`src/design/tdb_pkg.sv`:
```
package tdb_pkg;

   localparam int SAMPLE_BITS = 22;
   localparam int CAL_SAMPLES = 10;
   localparam int SUM_W = SAMPLE_BITS + $clog2(CAL_SAMPLES);
   localparam int IDX_W = $clog2(CAL_SAMPLES + 1);
   localparam int RUN_W = 9;
   localparam int DEB_W = 8;

   localparam logic [DEB_W-1:0] DEB_RESET = DEB_W'(3);
   localparam logic [RUN_W-1:0] RUN_MAX = '1;
   localparam logic [IDX_W-1:0] CAL_LAST = IDX_W'(CAL_SAMPLES);
   localparam logic [SUM_W-1:0] CAL_MULT = SUM_W'(CAL_SAMPLES);

   typedef enum logic [2:0] {
      RPT_IDLE     = 3'b001,
      RPT_TOUCHED  = 3'b010,
      RPT_RELEASED = 3'b100
   } report_state_type;

   typedef struct packed {
      logic done;
      logic touched;
   } cal_status_type;

endpackage

```
`src/design/tdb_cal.sv`:
```
module tdb_cal (
   input  logic                                clock,
   input  logic                                reset,
   input  logic                                step,
   input  logic [tdb_pkg::SAMPLE_BITS-1:0]     raw_sample,
   output tdb_pkg::cal_status_type             status
);

   logic [tdb_pkg::IDX_W-1:0]       idx_ff, idx_in;
   logic [tdb_pkg::SUM_W-1:0]       sum_ff, sum_in;
   logic [tdb_pkg::SAMPLE_BITS:0]   raw_inc;
   logic [tdb_pkg::SAMPLE_BITS-1:0] half_up;
   logic [tdb_pkg::SUM_W-1:0]       scaled;
   logic                            done;

   // A sample exceeds twice floor(sum / N) exactly when N * ceil(sample / 2)
   // exceeds the sum, so the baseline never needs an actual divide.
   always_comb begin
      raw_inc = {1'b0, raw_sample} + (tdb_pkg::SAMPLE_BITS + 1)'(1);
      half_up = raw_inc[tdb_pkg::SAMPLE_BITS:1];
      scaled  = tdb_pkg::SUM_W'(half_up) * tdb_pkg::CAL_MULT;
      done    = (idx_ff == tdb_pkg::CAL_LAST);
      idx_in  = idx_ff;
      sum_in  = sum_ff;
      if (step && !done) begin
         idx_in = idx_ff + tdb_pkg::IDX_W'(1);
         sum_in = sum_ff + tdb_pkg::SUM_W'(raw_sample);
      end
   end

   assign status.done    = done;
   assign status.touched = (scaled > sum_ff);

   always_ff @(posedge clock) begin
      if (reset) begin
         idx_ff <= '0;
         sum_ff <= '0;
      end else begin
         idx_ff <= idx_in;
         sum_ff <= sum_in;
      end
   end

endmodule

```
`src/design/tdb_debounce.sv`:
```
module tdb_debounce (
   input  logic                          clock,
   input  logic                          reset,
   input  logic                          step,
   input  logic                          touched,
   input  logic [tdb_pkg::DEB_W-1:0]     debounce_count,
   output logic                          hit,
   output logic                          fire,
   output logic                          event_kind
);

   logic [tdb_pkg::RUN_W-1:0]  run_ff, run_in, run_base;
   logic                       last_ff, last_in;
   tdb_pkg::report_state_type  state_ff, state_in;
   logic                       suppress;
   logic                       match;

   always_comb begin
      run_base = (touched != last_ff) ? '0 : run_ff;
      run_in   = (run_base < tdb_pkg::RUN_MAX) ? run_base + tdb_pkg::RUN_W'(1) : run_base;
      match    = (run_in == {1'b0, debounce_count});
      case (state_ff)
         tdb_pkg::RPT_IDLE: begin
            suppress = !touched;
         end
         tdb_pkg::RPT_TOUCHED: begin
            suppress = touched;
         end
         tdb_pkg::RPT_RELEASED: begin
            suppress = !touched;
         end
         default: begin
            suppress = 1'b1;
         end
      endcase
      hit      = match && !suppress;
      fire     = step && hit;
      last_in  = last_ff;
      state_in = state_ff;
      // A suppressed event leaves the recorded level as it was.
      if (step && (!match || !suppress)) begin
         last_in = touched;
      end
      if (fire) begin
         state_in = touched ? tdb_pkg::RPT_TOUCHED : tdb_pkg::RPT_RELEASED;
      end
   end

   assign event_kind = touched;

   always_ff @(posedge clock) begin
      if (reset) begin
         run_ff   <= '0;
         last_ff  <= 1'b0;
         state_ff <= tdb_pkg::RPT_IDLE;
      end else begin
         if (step) begin
            run_ff <= run_in;
         end
         last_ff  <= last_in;
         state_ff <= state_in;
      end
   end

endmodule

```
`src/design/touch_detect_debounce_baseline_top.sv`:
```
// Touch detector with baseline calibration and debounce.
// The request channel (req_valid, req_ready, req_raw_sample) takes one raw
// converter sample per request. The response channel (rsp_valid, rsp_ready,
// rsp_event_kind) delivers a touch (1) or release (0) event when one occurs;
// most requests produce no response.
// The csr channel writes the debounce count; it is always ready and should
// only be written while no request is in flight.
// A request is registered in the input register at acceptance and evaluated
// there; its event passes through the response register to the channel.
// One request is accepted every cycle unless a pending event stalls it; the
// compare and counter update between the two registers are combinational.
// After reset the debounce count is 3 and the first ten requests calibrate
// the baseline without producing responses.
// When the receiver stalls with an event pending, the block keeps accepting
// requests as long as they produce no event; a request that would produce
// one waits in the input register and req_ready drops until the response
// is taken.
module touch_detect_debounce_baseline_top (
   input  logic                                 clock,
   input  logic                                 reset,
   input  logic                                 req_valid,
   output logic                                 req_ready,
   input  logic [tdb_pkg::SAMPLE_BITS-1:0]      req_raw_sample,
   output logic                                 rsp_valid,
   input  logic                                 rsp_ready,
   output logic                                 rsp_event_kind,
   input  logic                                 csr_valid,
   output logic                                 csr_ready,
   input  logic [tdb_pkg::DEB_W-1:0]            csr_debounce_count
);

   logic [tdb_pkg::DEB_W-1:0]       deb_ff;
   logic                            in_valid_ff;
   logic [tdb_pkg::SAMPLE_BITS-1:0] in_raw_ff;
   logic                            rsp_valid_ff;
   logic                            rsp_kind_ff;
   tdb_pkg::cal_status_type         cal_status;
   logic                            out_free;
   logic                            in_ready;
   logic                            advance;
   logic                            pass_step;
   logic                            hit;
   logic                            would_fire;
   logic                            fire;
   logic                            event_kind;

   assign would_fire = cal_status.done && hit;
   assign out_free   = !rsp_valid_ff || rsp_ready;
   assign advance    = in_valid_ff && (out_free || !would_fire);
   assign in_ready   = !in_valid_ff || advance;
   assign pass_step  = advance && cal_status.done;

   tdb_cal u_cal (
      .clock      (clock),
      .reset      (reset),
      .step       (advance),
      .raw_sample (in_raw_ff),
      .status     (cal_status)
   );

   tdb_debounce u_debounce (
      .clock          (clock),
      .reset          (reset),
      .step           (pass_step),
      .touched        (cal_status.touched),
      .debounce_count (deb_ff),
      .hit            (hit),
      .fire           (fire),
      .event_kind     (event_kind)
   );

   assign req_ready      = in_ready;
   assign rsp_valid      = rsp_valid_ff;
   assign rsp_event_kind = rsp_kind_ff;
   assign csr_ready      = 1'b1;

   always_ff @(posedge clock) begin
      if (reset) begin
         deb_ff <= tdb_pkg::DEB_RESET;
      end else if (csr_valid) begin
         deb_ff <= csr_debounce_count;
      end
   end

   always_ff @(posedge clock) begin
      if (reset) begin
         in_valid_ff <= 1'b0;
      end else if (req_valid && in_ready) begin
         in_valid_ff <= 1'b1;
      end else if (advance) begin
         in_valid_ff <= 1'b0;
      end
   end

   always_ff @(posedge clock) begin
      if (req_valid && in_ready) begin
         in_raw_ff <= req_raw_sample;
      end
   end

   always_ff @(posedge clock) begin
      if (reset) begin
         rsp_valid_ff <= 1'b0;
      end else if (fire) begin
         rsp_valid_ff <= 1'b1;
      end else if (rsp_ready) begin
         rsp_valid_ff <= 1'b0;
      end
   end

   always_ff @(posedge clock) begin
      if (fire) begin
         rsp_kind_ff <= event_kind;
      end
   end

endmodule

```
`config.mk`:
```
export PLATFORM = sky130hd
export DESIGN_NAME = touch_detect_debounce_baseline_top
export DESIGN_NICKNAME = d
export VERILOG_FILES = /design/src/design/tdb_pkg.sv /design/src/design/tdb_cal.sv /design/src/design/tdb_debounce.sv /design/src/design/touch_detect_debounce_baseline_top.sv
export SDC_FILE = /design/constraint.sdc
export NUM_CORES = 1
export LEC_CHECK = 0
export ABC_AREA = 1
export ABC_CLOCK_PERIOD_IN_PS = 12700
export BUFFER_PORTS_ARGS = -buffer_cell sky130_fd_sc_hd__buf_4
export CORE_ASPECT_RATIO = 2
export CORE_UTILIZATION = 41
export DETAILED_ROUTE_END_ITERATION = 12
export MAX_ROUTING_LAYER = met4
export PLACE_DENSITY = 0.56
export SYNTH_ARGS = -nofsm -noshare
export SYNTH_HDL_FRONTEND = slang
export SYNTH_SLANG_ARGS = --single-unit
```
`constraint.sdc`:
```
create_clock -name clock -period 12.7 [get_ports clock]
set_input_delay 2.54 -clock clock [delete_from_list [all_inputs] [get_ports clock]]
set_output_delay 2.54 -clock clock [all_outputs]
set_load 0.01 [all_outputs]
```
==> results.sh, run 1 <==
export IMPL_outcome="finished clean"
export IMPL_met2_usage_pct=43.8
export IMPL_synthDistinctLibCells=40
export IMPL_clockRootBuffer="clkbuf_16"
export IMPL_tightest_slew_ns=1.10
export IMPL_die_w_um=89.4
export IMPL_startpoint_type="flip-flop"
export IMPL_area_growth_pct=12.3
export IMPL_finalCritPeriodShare_pct=76.2
export IMPL_drtIter0Drc=166
export IMPL_initial_utilization_pct=42.1
export IMPL_path_common_cell="nand2_1"
export IMPL_cts_buffer_depth=2
export IMPL_synth_common_cells="157 x nand2_1, 124 x inv_1, 92 x a21oi_1"
export IMPL_io_buffers=37
export IMPL_path_max_fanout=7
export IMPL_diodes=0
export IMPL_synth_area_mm2=0.00627
export IMPL_syn_area_per_cell_um2=7.52
export IMPL_final_nets=989
export IMPL_synth_edf_count=23
export IMPL_tns_ns=0
export IMPL_grt_ovfl_total=0
export IMPL_viasPerCell=5.05
export IMPL_htreeDepth=3
export IMPL_io_pins=39
export IMPL_use_met1_pct=19.7
export IMPL_period_needed_ns=9.68
export IMPL_rsz0062_at_grt="no"
export IMPL_fill_cells=1546
export IMPL_dp_hpwl_mm=12.5
export IMPL_die_y_um=177
export IMPL_yosysWarnings=0
export IMPL_hold_viol=0
export IMPL_cp_required_ns=10.16
export IMPL_syn_inst=834
export IMPL_synthFlopType="dfxtp_1"
export IMPL_finalSetupViolations=0
export IMPL_drive_gt1_share_pct=11.1
export IMPL_hold_ws_ns=0.470
export IMPL_grt_use_total_pct=22.3
export IMPL_rows=63
export IMPL_ys_top_cells_by_area="dfxtp_1 17%, ha_1 17%, edfxtp_1 11%, nand2_1 9.4%, inv_1 7.4%"
export IMPL_wl_per_cell_um=14.6
export IMPL_power_density_mw_per_mm2=124
export IMPL_crit_path_end_kind="output pin"
export IMPL_busiest_layer="met2"
export IMPL_clock_sinks=76
export IMPL_synth_top_cell_by_area="dfxtp_1"
export IMPL_cp_arrival_ns=7.14
export IMPL_min_path_type="reg -> reg"
export IMPL_antenna_found_initial=0
export IMPL_grt_first_pass_wirelength_mm=25.5
export IMPL_drv_slew=0
export IMPL_core_mm2=0.0149
export IMPL_die_area_mm2=0.0158
export IMPL_synthArstFlopShare_pct=0
export IMPL_gp_congestion=0.827
export IMPL_ys_ff_latch=76
export IMPL_routed_wl_mm=15.6
export IMPL_netlist_area_leader_share_pct=16.9
export IMPL_clk_transition_reported_paths_ns=0.07
export IMPL_tritoncts="built"
export IMPL_vias=5389
export IMPL_grt_util_met3_pct=2.89
export IMPL_worstSetupPathType="reg -> out"
export IMPL_slowest_stage="edfxtp_1"
export IMPL_synth_fp_nets=955
export IMPL_drv_cap=0
export IMPL_post_route_util_pct=47.3
export IMPL_finClkSkew_ns=0.0108
export IMPL_grt_pass1_vias=5566
export IMPL_ant_nets=0
export IMPL_cts_buffers_inserted=9
export IMPL_peakVddDrop_mv=0.0638
export IMPL_yosysMostFrequentCell="nand2_1"
export IMPL_fmax_ghz=0.103
export IMPL_ctsResizeCount=0
export IMPL_drc=0
export IMPL_holdBufCountCts=0
export IMPL_postCtsSetupBuffers=0
export IMPL_max_stage_delay_ns=0.40
export IMPL_clk_latency_ns=0.35
export IMPL_grt_max_degree=50
export IMPL_yosysSeqAreaShare_pct=27.9
export IMPL_firstDrtPassIters=4
export IMPL_power_leakage_nw=3.57
export IMPL_relSlewSlack_pct=26.3
==> power breakdown <==
group	total (mW)	switching, mW	internal [mW]
sequential	0.278	0.0128	0.265
combinational	0.311	0.187	0.124
clock	0.287	0.113	0.174
total	0.876	0.313	0.563
==> area by class of cell <==
cell class / instances / area, um^2 / share of cell area (%)
repair buffers: 38 / 285 / 4.05
clock buffers: 9 / 225 / 3.20
flip-flops and latches: 76 / 1750 / 24.9
clock inverters: 7 / 100 / 1.42
multi-input cells: 616 / 3960 / 56.2
well taps: 195 / 244 / 3.47
inverters: 127 / 478 / 6.79
==> critical path: cells and delay by family (launching register included) <==
family | cells | cell delay (ns)
adders and majority gates | 4 | 1.17
buffers and inverters | 5 | 0.49
AOI/OAI and AO/OA | 2 | 0.23
and+or+nand+nor | 34 | 4.50
DFF | 1 | 0.40
==> through the flow <==
step | std cells | setup slack (ns) | area (um^2) | power (mW)
6_report | 1068 | 3.02 | 7040 | 0.876
3_3_place_gp | 1052 | 3.37 | 6720 | 0.598
3_5_place_dp | 1052 | 3.33 | 6720 | 0.598
2_1_floorplan | 834 | 4.55 | 6270 | 0.519
5_1_grt | 1068 | 2.20 | 7040 | 0.942
4_1_cts | 1068 | 2.92 | 7040 | 0.888
==> worst paths after layout <==
| path | start | end | slack (ns) | depth (start not counted) |
|---|---|---|---|---|
| min | u_cal.idx_ff[3]$_SDFFE_PP0P_ | u_cal.idx_ff[3]$_SDFFE_PP0P_ | 0.47 | 1 |
| min reg2reg | u_cal.idx_ff[3]$_SDFFE_PP0P_ | u_cal.idx_ff[3]$_SDFFE_PP0P_ | 0.47 | 1 |
| max reg2reg | in_raw_ff[1]$_DFFE_PP_ | in_raw_ff[15]$_DFFE_PP_ | 4.94 | 47 |
| max | in_raw_ff[1]$_DFFE_PP_ | req_ready | 3.02 | 45 |
==> routing by layer <==
metal	wire (um)	vias to the layer above
li1	-	2832
met1	5500	2441
met2	9100	78
met3	285	38
met4	686	0
met5	0	-
==> layout by cell type (no fill, tap or decap), types with 6 or more instances in the layout <==
cell type and count:
nand2_1 157, inv_1 124, a21oi_1 92, ha_1 84, dfxtp_1 53, o21ai_0 52
nor2_1 51, xor2_1 45, nand3_1 42, buf_4 38, edfxtp_1 23, xnor2_1 14
nand4_1 9, clkbuf_16 9, nor2_2 8, nand4_2 7, nor3_1 7, nand2_2 6
==> cells by family (layout without fill, tap and decap cells) <==
family	count (synthesis)	count (layout)	synth area share [%]
buffers and inverters	142	181	8.94
AOI/OAI and AO/OA	158	158	13.2
adders and majority gates	86	86	17.4
xor gates and xnor gates	59	59	8.24
DFF	76	76	27.9
and+or+nand+nor	312	312	24.3
other	1	1	0.0598
==> state kept, by name, indices dropped and copies added, names as in the netlist <==
name                 flops
u_cal.sum_ff            26
in_raw_ff               22
u_debounce.run_ff        9
deb_ff                   8
u_cal.idx_ff             4
u_debounce.state_ff      3
in_valid_ff              1
rsp_event_kind           1
rsp_valid                1
u_debounce.last_ff       1
No activity file was read; power rests on OpenSTA's default activity.
==> run 2: changes to the inputs <==
--- a/config.mk
+++ b/config.mk
@@ -6,13 +6,13 @@
 export NUM_CORES = 1
 export LEC_CHECK = 0
 export ABC_AREA = 1
-export ABC_CLOCK_PERIOD_IN_PS = 12700
+export ABC_CLOCK_PERIOD_IN_PS = 8900
 export BUFFER_PORTS_ARGS = -buffer_cell sky130_fd_sc_hd__buf_4
 export CORE_ASPECT_RATIO = 2
 export CORE_UTILIZATION = 41
 export DETAILED_ROUTE_END_ITERATION = 12
 export MAX_ROUTING_LAYER = met4
-export PLACE_DENSITY = 0.56
+export PLACE_DENSITY = 0.58
 export SYNTH_ARGS = -nofsm -noshare
 export SYNTH_HDL_FRONTEND = slang
 export SYNTH_SLANG_ARGS = --single-unit
==> constraint.sdc (replaced) <==
create_clock -name clock -period 8.9 [get_ports clock]
set_input_delay 1.78 -clock clock [delete_from_list [all_inputs] [get_ports clock]]
set_output_delay 1.78 -clock clock [all_outputs]
set_load 0.01 [all_outputs]
==> results.sh, run 2 (synthesis results as in run 1) <==
export IMPL_gp_congestion=0.858
export IMPL_worstSetupPathType="reg -> out"
export IMPL_htreeDepth=3
export IMPL_core_mm2=0.0149
export IMPL_wl_per_cell_um=15.0
export IMPL_peakVddDrop_mv=0.0872
export IMPL_drtIter0Drc=138
export IMPL_startpoint_type="flip-flop"
export IMPL_final_cell_mix="154 x nand2_1, 123 x inv_1, 90 x a21oi_1, 81 x ha_1, 53 x dfxtp_1"
export IMPL_cts_buffer_depth=2
export IMPL_cp_required_ns=7.12
export IMPL_diodes=0
export IMPL_largest_reg_flops=26
export IMPL_post_route_util_pct=49.4
export IMPL_grt_use_total_pct=22.7
export IMPL_grt_first_pass_wirelength_mm=26.2
export IMPL_die_y_um=177
export IMPL_io_buffers=37
export IMPL_dp_hpwl_mm=12.6
export IMPL_busiest_layer="met2"
export IMPL_hold_ws_ns=0.456
export IMPL_setup_slack_ns=0.402
export IMPL_clock_sinks=76
export IMPL_routed_wl_mm=16.1
export IMPL_path_common_cell="nand2_1"
export IMPL_crit_path_end_kind="output pin"
export IMPL_path_max_fanout=7
export IMPL_holdBufCountCts=0
export IMPL_fmax_ghz=0.118
export IMPL_grt_util_met3_pct=3.13
export IMPL_die_area_mm2=0.0158
export IMPL_grt_ovfl_total=0
export IMPL_cts_buffers_inserted=9
export IMPL_initial_utilization_pct=42.1
export IMPL_antenna_found_initial=0
export IMPL_drv_slew=0
export IMPL_use_met1_pct=19.6
export IMPL_drc=0
export IMPL_top_regs="u_cal.sum_ff: 26 flops, in_raw_ff: 22 flops, u_debounce.run_ff: 9 flops"
export IMPL_hold_viol=0
export IMPL_pre_cts_slack_ns=0.335
export IMPL_rows=63
export IMPL_ant_nets=0
export IMPL_area_growth_pct=17.3
export IMPL_cp_num_buf_inv=4
export IMPL_clockRootBuffer="clkbuf_16"
export IMPL_die_w_um=89.4
export IMPL_finalCritPeriodShare_pct=95.5
export IMPL_relSlewSlack_pct=60.7
export IMPL_final_nets=1000
export IMPL_placed_cell_area_mm2=0.00673
export IMPL_viasPerCell=5.13
export IMPL_cp_arrival_ns=6.72
export IMPL_grt_pass1_vias=5725
export IMPL_io_pins=39
export IMPL_outcome="finished clean"
export IMPL_power_density_mw_per_mm2=176
export IMPL_tritoncts="built"
export IMPL_vias=5536
export IMPL_top_register="u_cal.sum_ff"
export IMPL_clk_transition_reported_paths_ns=0.07
export IMPL_power_leakage_nw=3.62
export IMPL_clk_latency_ns=0.34
export IMPL_layout_commonest_cell="nand2_1"
export IMPL_finalInstanceArea_mm2=0.00736
export IMPL_critPathTopFamily="simple AND/OR/NAND/NOR gates"
export IMPL_period_needed_ns=8.50
export IMPL_firstDrtPassIters=4
export IMPL_min_path_type="reg -> reg"
export IMPL_max_stage_delay_ns=0.39
export IMPL_drive_gt1_share_pct=15.5
export IMPL_finalSetupViolations=0
export IMPL_drv_cap=0
export IMPL_slowest_stage="edfxtp_1"
export IMPL_met2_usage_pct=43.5
export IMPL_grt_max_degree=50
export IMPL_tightest_slew_ns=0.587
export IMPL_finClkSkew_ns=0.00466
[run 2: report_power, final]
part | internal (mW) | total (mW) | switching, mW
combinational | 0.185 | 0.459 | 0.273
sequential | 0.379 | 0.397 | 0.0187
clock | 0.277 | 0.439 | 0.162
total | 0.841 | 1.29 | 0.454
[run 2: layout make-up]
| type | instances | area, um^2 |
|---|---|---|
| Clock buffer | 9 | 225 |
| Inverter | 127 | 478 |
| Sequential cell | 76 | 1750 |
| Fill cell | 1495 | 7540 |
| Multi-Input combinational cell | 616 | 4170 |
| Tap cell | 195 | 244 |
| Timing Repair Buffer | 49 | 365 |
| Clock inverter | 7 | 123 |
[run 2: final timing paths]
path	startpoint	endpoint	slack [ns]	cells after the start
worst max-delay path	in_raw_ff[1]$_DFFE_PP_	req_ready	0.40	43
worst min-delay path	u_cal.idx_ff[3]$_SDFFE_PP0P_	u_cal.idx_ff[3]$_SDFFE_PP0P_	0.46	1
worst max register to register	in_raw_ff[1]$_DFFE_PP_	in_raw_ff[16]$_DFFE_PP_	1.91	44
worst min register to register	u_cal.idx_ff[3]$_SDFFE_PP0P_	u_cal.idx_ff[3]$_SDFFE_PP0P_	0.46	1
[run 2: through the flow]
step / cells / setup TNS (ns) / power (mW)
after global placement: 1054 / 0 / 0.844
after detailed placement: 1054 / 0 / 0.846
after floorplan: 834 / 0 / 0.741
after global routing: 1079 / -0.135 / 1.39
final: 1079 / 0 / 1.29
after CTS: 1070 / 0 / 1.29
[run 2: routing by layer]
metal  routed length [um]  share of wire [%]
met5                    0                  0
met2                 9140                 57
met1                 5680                 35
met4                  998                6.2
met3                  323                2.0
[run 2: timing repair]
action	4_1_cts	5_1_grt
buffers inserted	0	9
setup endpoints to repair	1	1
pin swaps	0	8
gates resized for setup	1	44
cloned	0	0
==> run 3: changes to the inputs <==
--- a/config.mk
+++ b/config.mk
@@ -9,10 +9,11 @@
 export ABC_CLOCK_PERIOD_IN_PS = 8900
 export BUFFER_PORTS_ARGS = -buffer_cell sky130_fd_sc_hd__buf_4
 export CORE_ASPECT_RATIO = 2
-export CORE_UTILIZATION = 41
+export CORE_MARGIN = 4
+export CORE_UTILIZATION = 56
 export DETAILED_ROUTE_END_ITERATION = 12
 export MAX_ROUTING_LAYER = met4
-export PLACE_DENSITY = 0.58
+export PLACE_DENSITY = 0.75
 export SYNTH_ARGS = -nofsm -noshare
 export SYNTH_HDL_FRONTEND = slang
 export SYNTH_SLANG_ARGS = --single-unit
==> results.sh, run 3 (synthesis results as in run 1) <==
export IMPL_die_y_um=158
export IMPL_grt_max_degree=50
export IMPL_grt_pass1_vias=5738
export IMPL_die_w_um=82.8
export IMPL_drive_gt1_share_pct=17.2
export IMPL_clock_sinks=76
export IMPL_diodes=0
export IMPL_die_area_mm2=0.0131
export IMPL_totalPowerFinal_mw=1.34
export IMPL_grt_use_total_pct=25.5
export IMPL_hold_depth=1
export IMPL_finClkSkew_ns=0.0100
export IMPL_grt_ovfl_total=0
export IMPL_dp_hpwl_mm=12.4
export IMPL_wl_per_cell_um=16.3
export IMPL_peakVddDrop_mv=0.114
export IMPL_drtIter0Drc=304
export IMPL_io_pins=39
export IMPL_top_regs="u_cal.sum_ff: 26 flops, in_raw_ff: 22 flops, u_debounce.run_ff: 9 flops"
export IMPL_power_density_mw_per_mm2=180
export IMPL_slowest_stage="edfxtp_1"
export IMPL_hold_path_end="u_cal.idx_ff[3]$_SDFFE_PP0P_"
export IMPL_worstSetupPathType="reg -> out"
export IMPL_outcome="finished clean"
export IMPL_min_delay_start="u_cal.idx_ff[3]$_SDFFE_PP0P_"
export IMPL_firstDrtPassIters=5
export IMPL_vias=5789
export IMPL_drv_slew=0
export IMPL_drv_cap=0
export IMPL_finalSetupViolations=0
export IMPL_cts_buffer_depth=2
export IMPL_grt_first_pass_wirelength_mm=26.0
export IMPL_r2r_cells=46
export IMPL_r2r_start="in_raw_ff[1]$_DFFE_PP_"
export IMPL_cp_required_ns=7.12
export IMPL_htreeDepth=3
export IMPL_final_nets=1002
export IMPL_path_common_cell="nand2_1"
export IMPL_period_needed_ns=8.61
export IMPL_gp_congestion=0.957
export IMPL_path_max_fanout=7
export IMPL_placed_cell_area_mm2=0.00665
export IMPL_clk_transition_reported_paths_ns=0.06
export IMPL_r2r_end="in_raw_ff[9]$_DFFE_PP_"
export IMPL_hold_viol=0
export IMPL_crit_path_end_kind="output pin"
export IMPL_top_register="u_cal.sum_ff"
export IMPL_rrSetupSlack_ns=1.38
export IMPL_routed_wl_mm=16.7
export IMPL_fin_cells=1026
export IMPL_rows=54
export IMPL_tightest_slew_ns=1.08
export IMPL_dp_cells=997
export IMPL_finalCritPeriodShare_pct=96.7
export IMPL_finalInstanceArea_mm2=0.00743
export IMPL_layout_commonest_cell="nand2_1"
export IMPL_max_stage_delay_ns=0.45
export IMPL_cp_arrival_ns=6.83
export IMPL_relSlewSlack_pct=28.2
export IMPL_fill_cells=896
export IMPL_area_growth_pct=18.6
export IMPL_startpoint_type="flip-flop"
export IMPL_tritoncts="built"
export IMPL_ant_nets=0
export IMPL_largest_reg_flops=26
export IMPL_min_path_type="reg -> reg"
export IMPL_io_buffers=37
export IMPL_tns_ns=0
export IMPL_clockRootBuffer="clkbuf_16"
export IMPL_clk_latency_ns=0.34
export IMPL_holdBufCountCts=0
export IMPL_power_leakage_nw=3.64
export IMPL_cts_buffers_inserted=9
export IMPL_fmax_ghz=0.116
export IMPL_initial_utilization_pct=57.3
export IMPL_final_cell_mix="151 x nand2_1, 122 x inv_1, 91 x a21oi_1, 78 x ha_1, 53 x dfxtp_1"
export IMPL_antenna_found_initial=0
export IMPL_drc=0
export IMPL_core_mm2=0.0109
export IMPL_post_route_util_pct=67.9
export IMPL_viasPerCell=5.64
[run 3: worst max-delay path: cells and delay by family, from the launching register on]
family	cells	cell delay, ns
AOI/OAI and AO/OA	5	0.78
xor gates and xnor gates	1	0.15
adders and majority gates	3	0.88
buffers and inverters	6	0.77
DFF	1	0.45
and+or+nand+nor	30	3.41
[run 3: area by class of cell]
cell class,count,area [um^2],share of cell area (%)
timing repair buffer,50,375,5.05
sequential,76,1750,23.6
clock inverter,7,146,1.97
multi-input combinational,617,4280,57.6
tap,140,175,2.36
inverter,127,478,6.43
clock buffer,9,225,3.03
[run 3: worst max path at each step]
| stage | slack, ns | endpoint | cells past startpoint | from |
|---|---|---|---|---|
| 6_report | 0.29 | req_ready | 45 | in_raw_ff[1]$_DFFE_PP_ |
| 5_1_grt | -0.18 | req_ready | 45 | in_raw_ff[1]$_DFFE_PP_ |
| 4_1_cts | 0.06 | req_ready | 46 | in_raw_ff[1]$_DFFE_PP_ |
| 3_5_place_dp | 0.44 | req_ready | 42 | in_raw_ff[1]$_DFFE_PP_ |
| 3_3_place_gp | 0.61 | req_ready | 42 | in_raw_ff[1]$_DFFE_PP_ |
| 2_1_floorplan | 1.51 | req_ready | 38 | in_raw_ff[1]$_DFFE_PP_ |
[run 3: metrics by stage]
step	hold WS (ns)	worst slack (ns)
finish	0.458	0.290
global placement	0.447	0.608
CTS	0.457	0.0644
global route	0.468	-0.181
detailed placement	0.450	0.436
floorplan	0.422	1.51
[run 3: timing repair]
item	4_1_cts	5_1_grt
endpoints found under the setup margin	1	1
pin swaps	0	13
gates cloned	0	1
resized for setup	1	60
setup buffers	0	12
[run 3: where the power goes]
group | internal (mW) | total [mW] | leakage, nW | switching (mW)
sequential | 0.379 | 0.399 | 0.658 | 0.0202
clock | 0.305 | 0.463 | 0.181 | 0.158
combinational | 0.194 | 0.476 | 2.80 | 0.282
[run 3: layer usage]
layer	routed length, um	track usage [%]	part of all wire (%)
met1	5610	22.3	34
met2	9740	50.6	58
met3	430	2.92	2.6
met4	967	15.8	5.8
met5	0	-	0
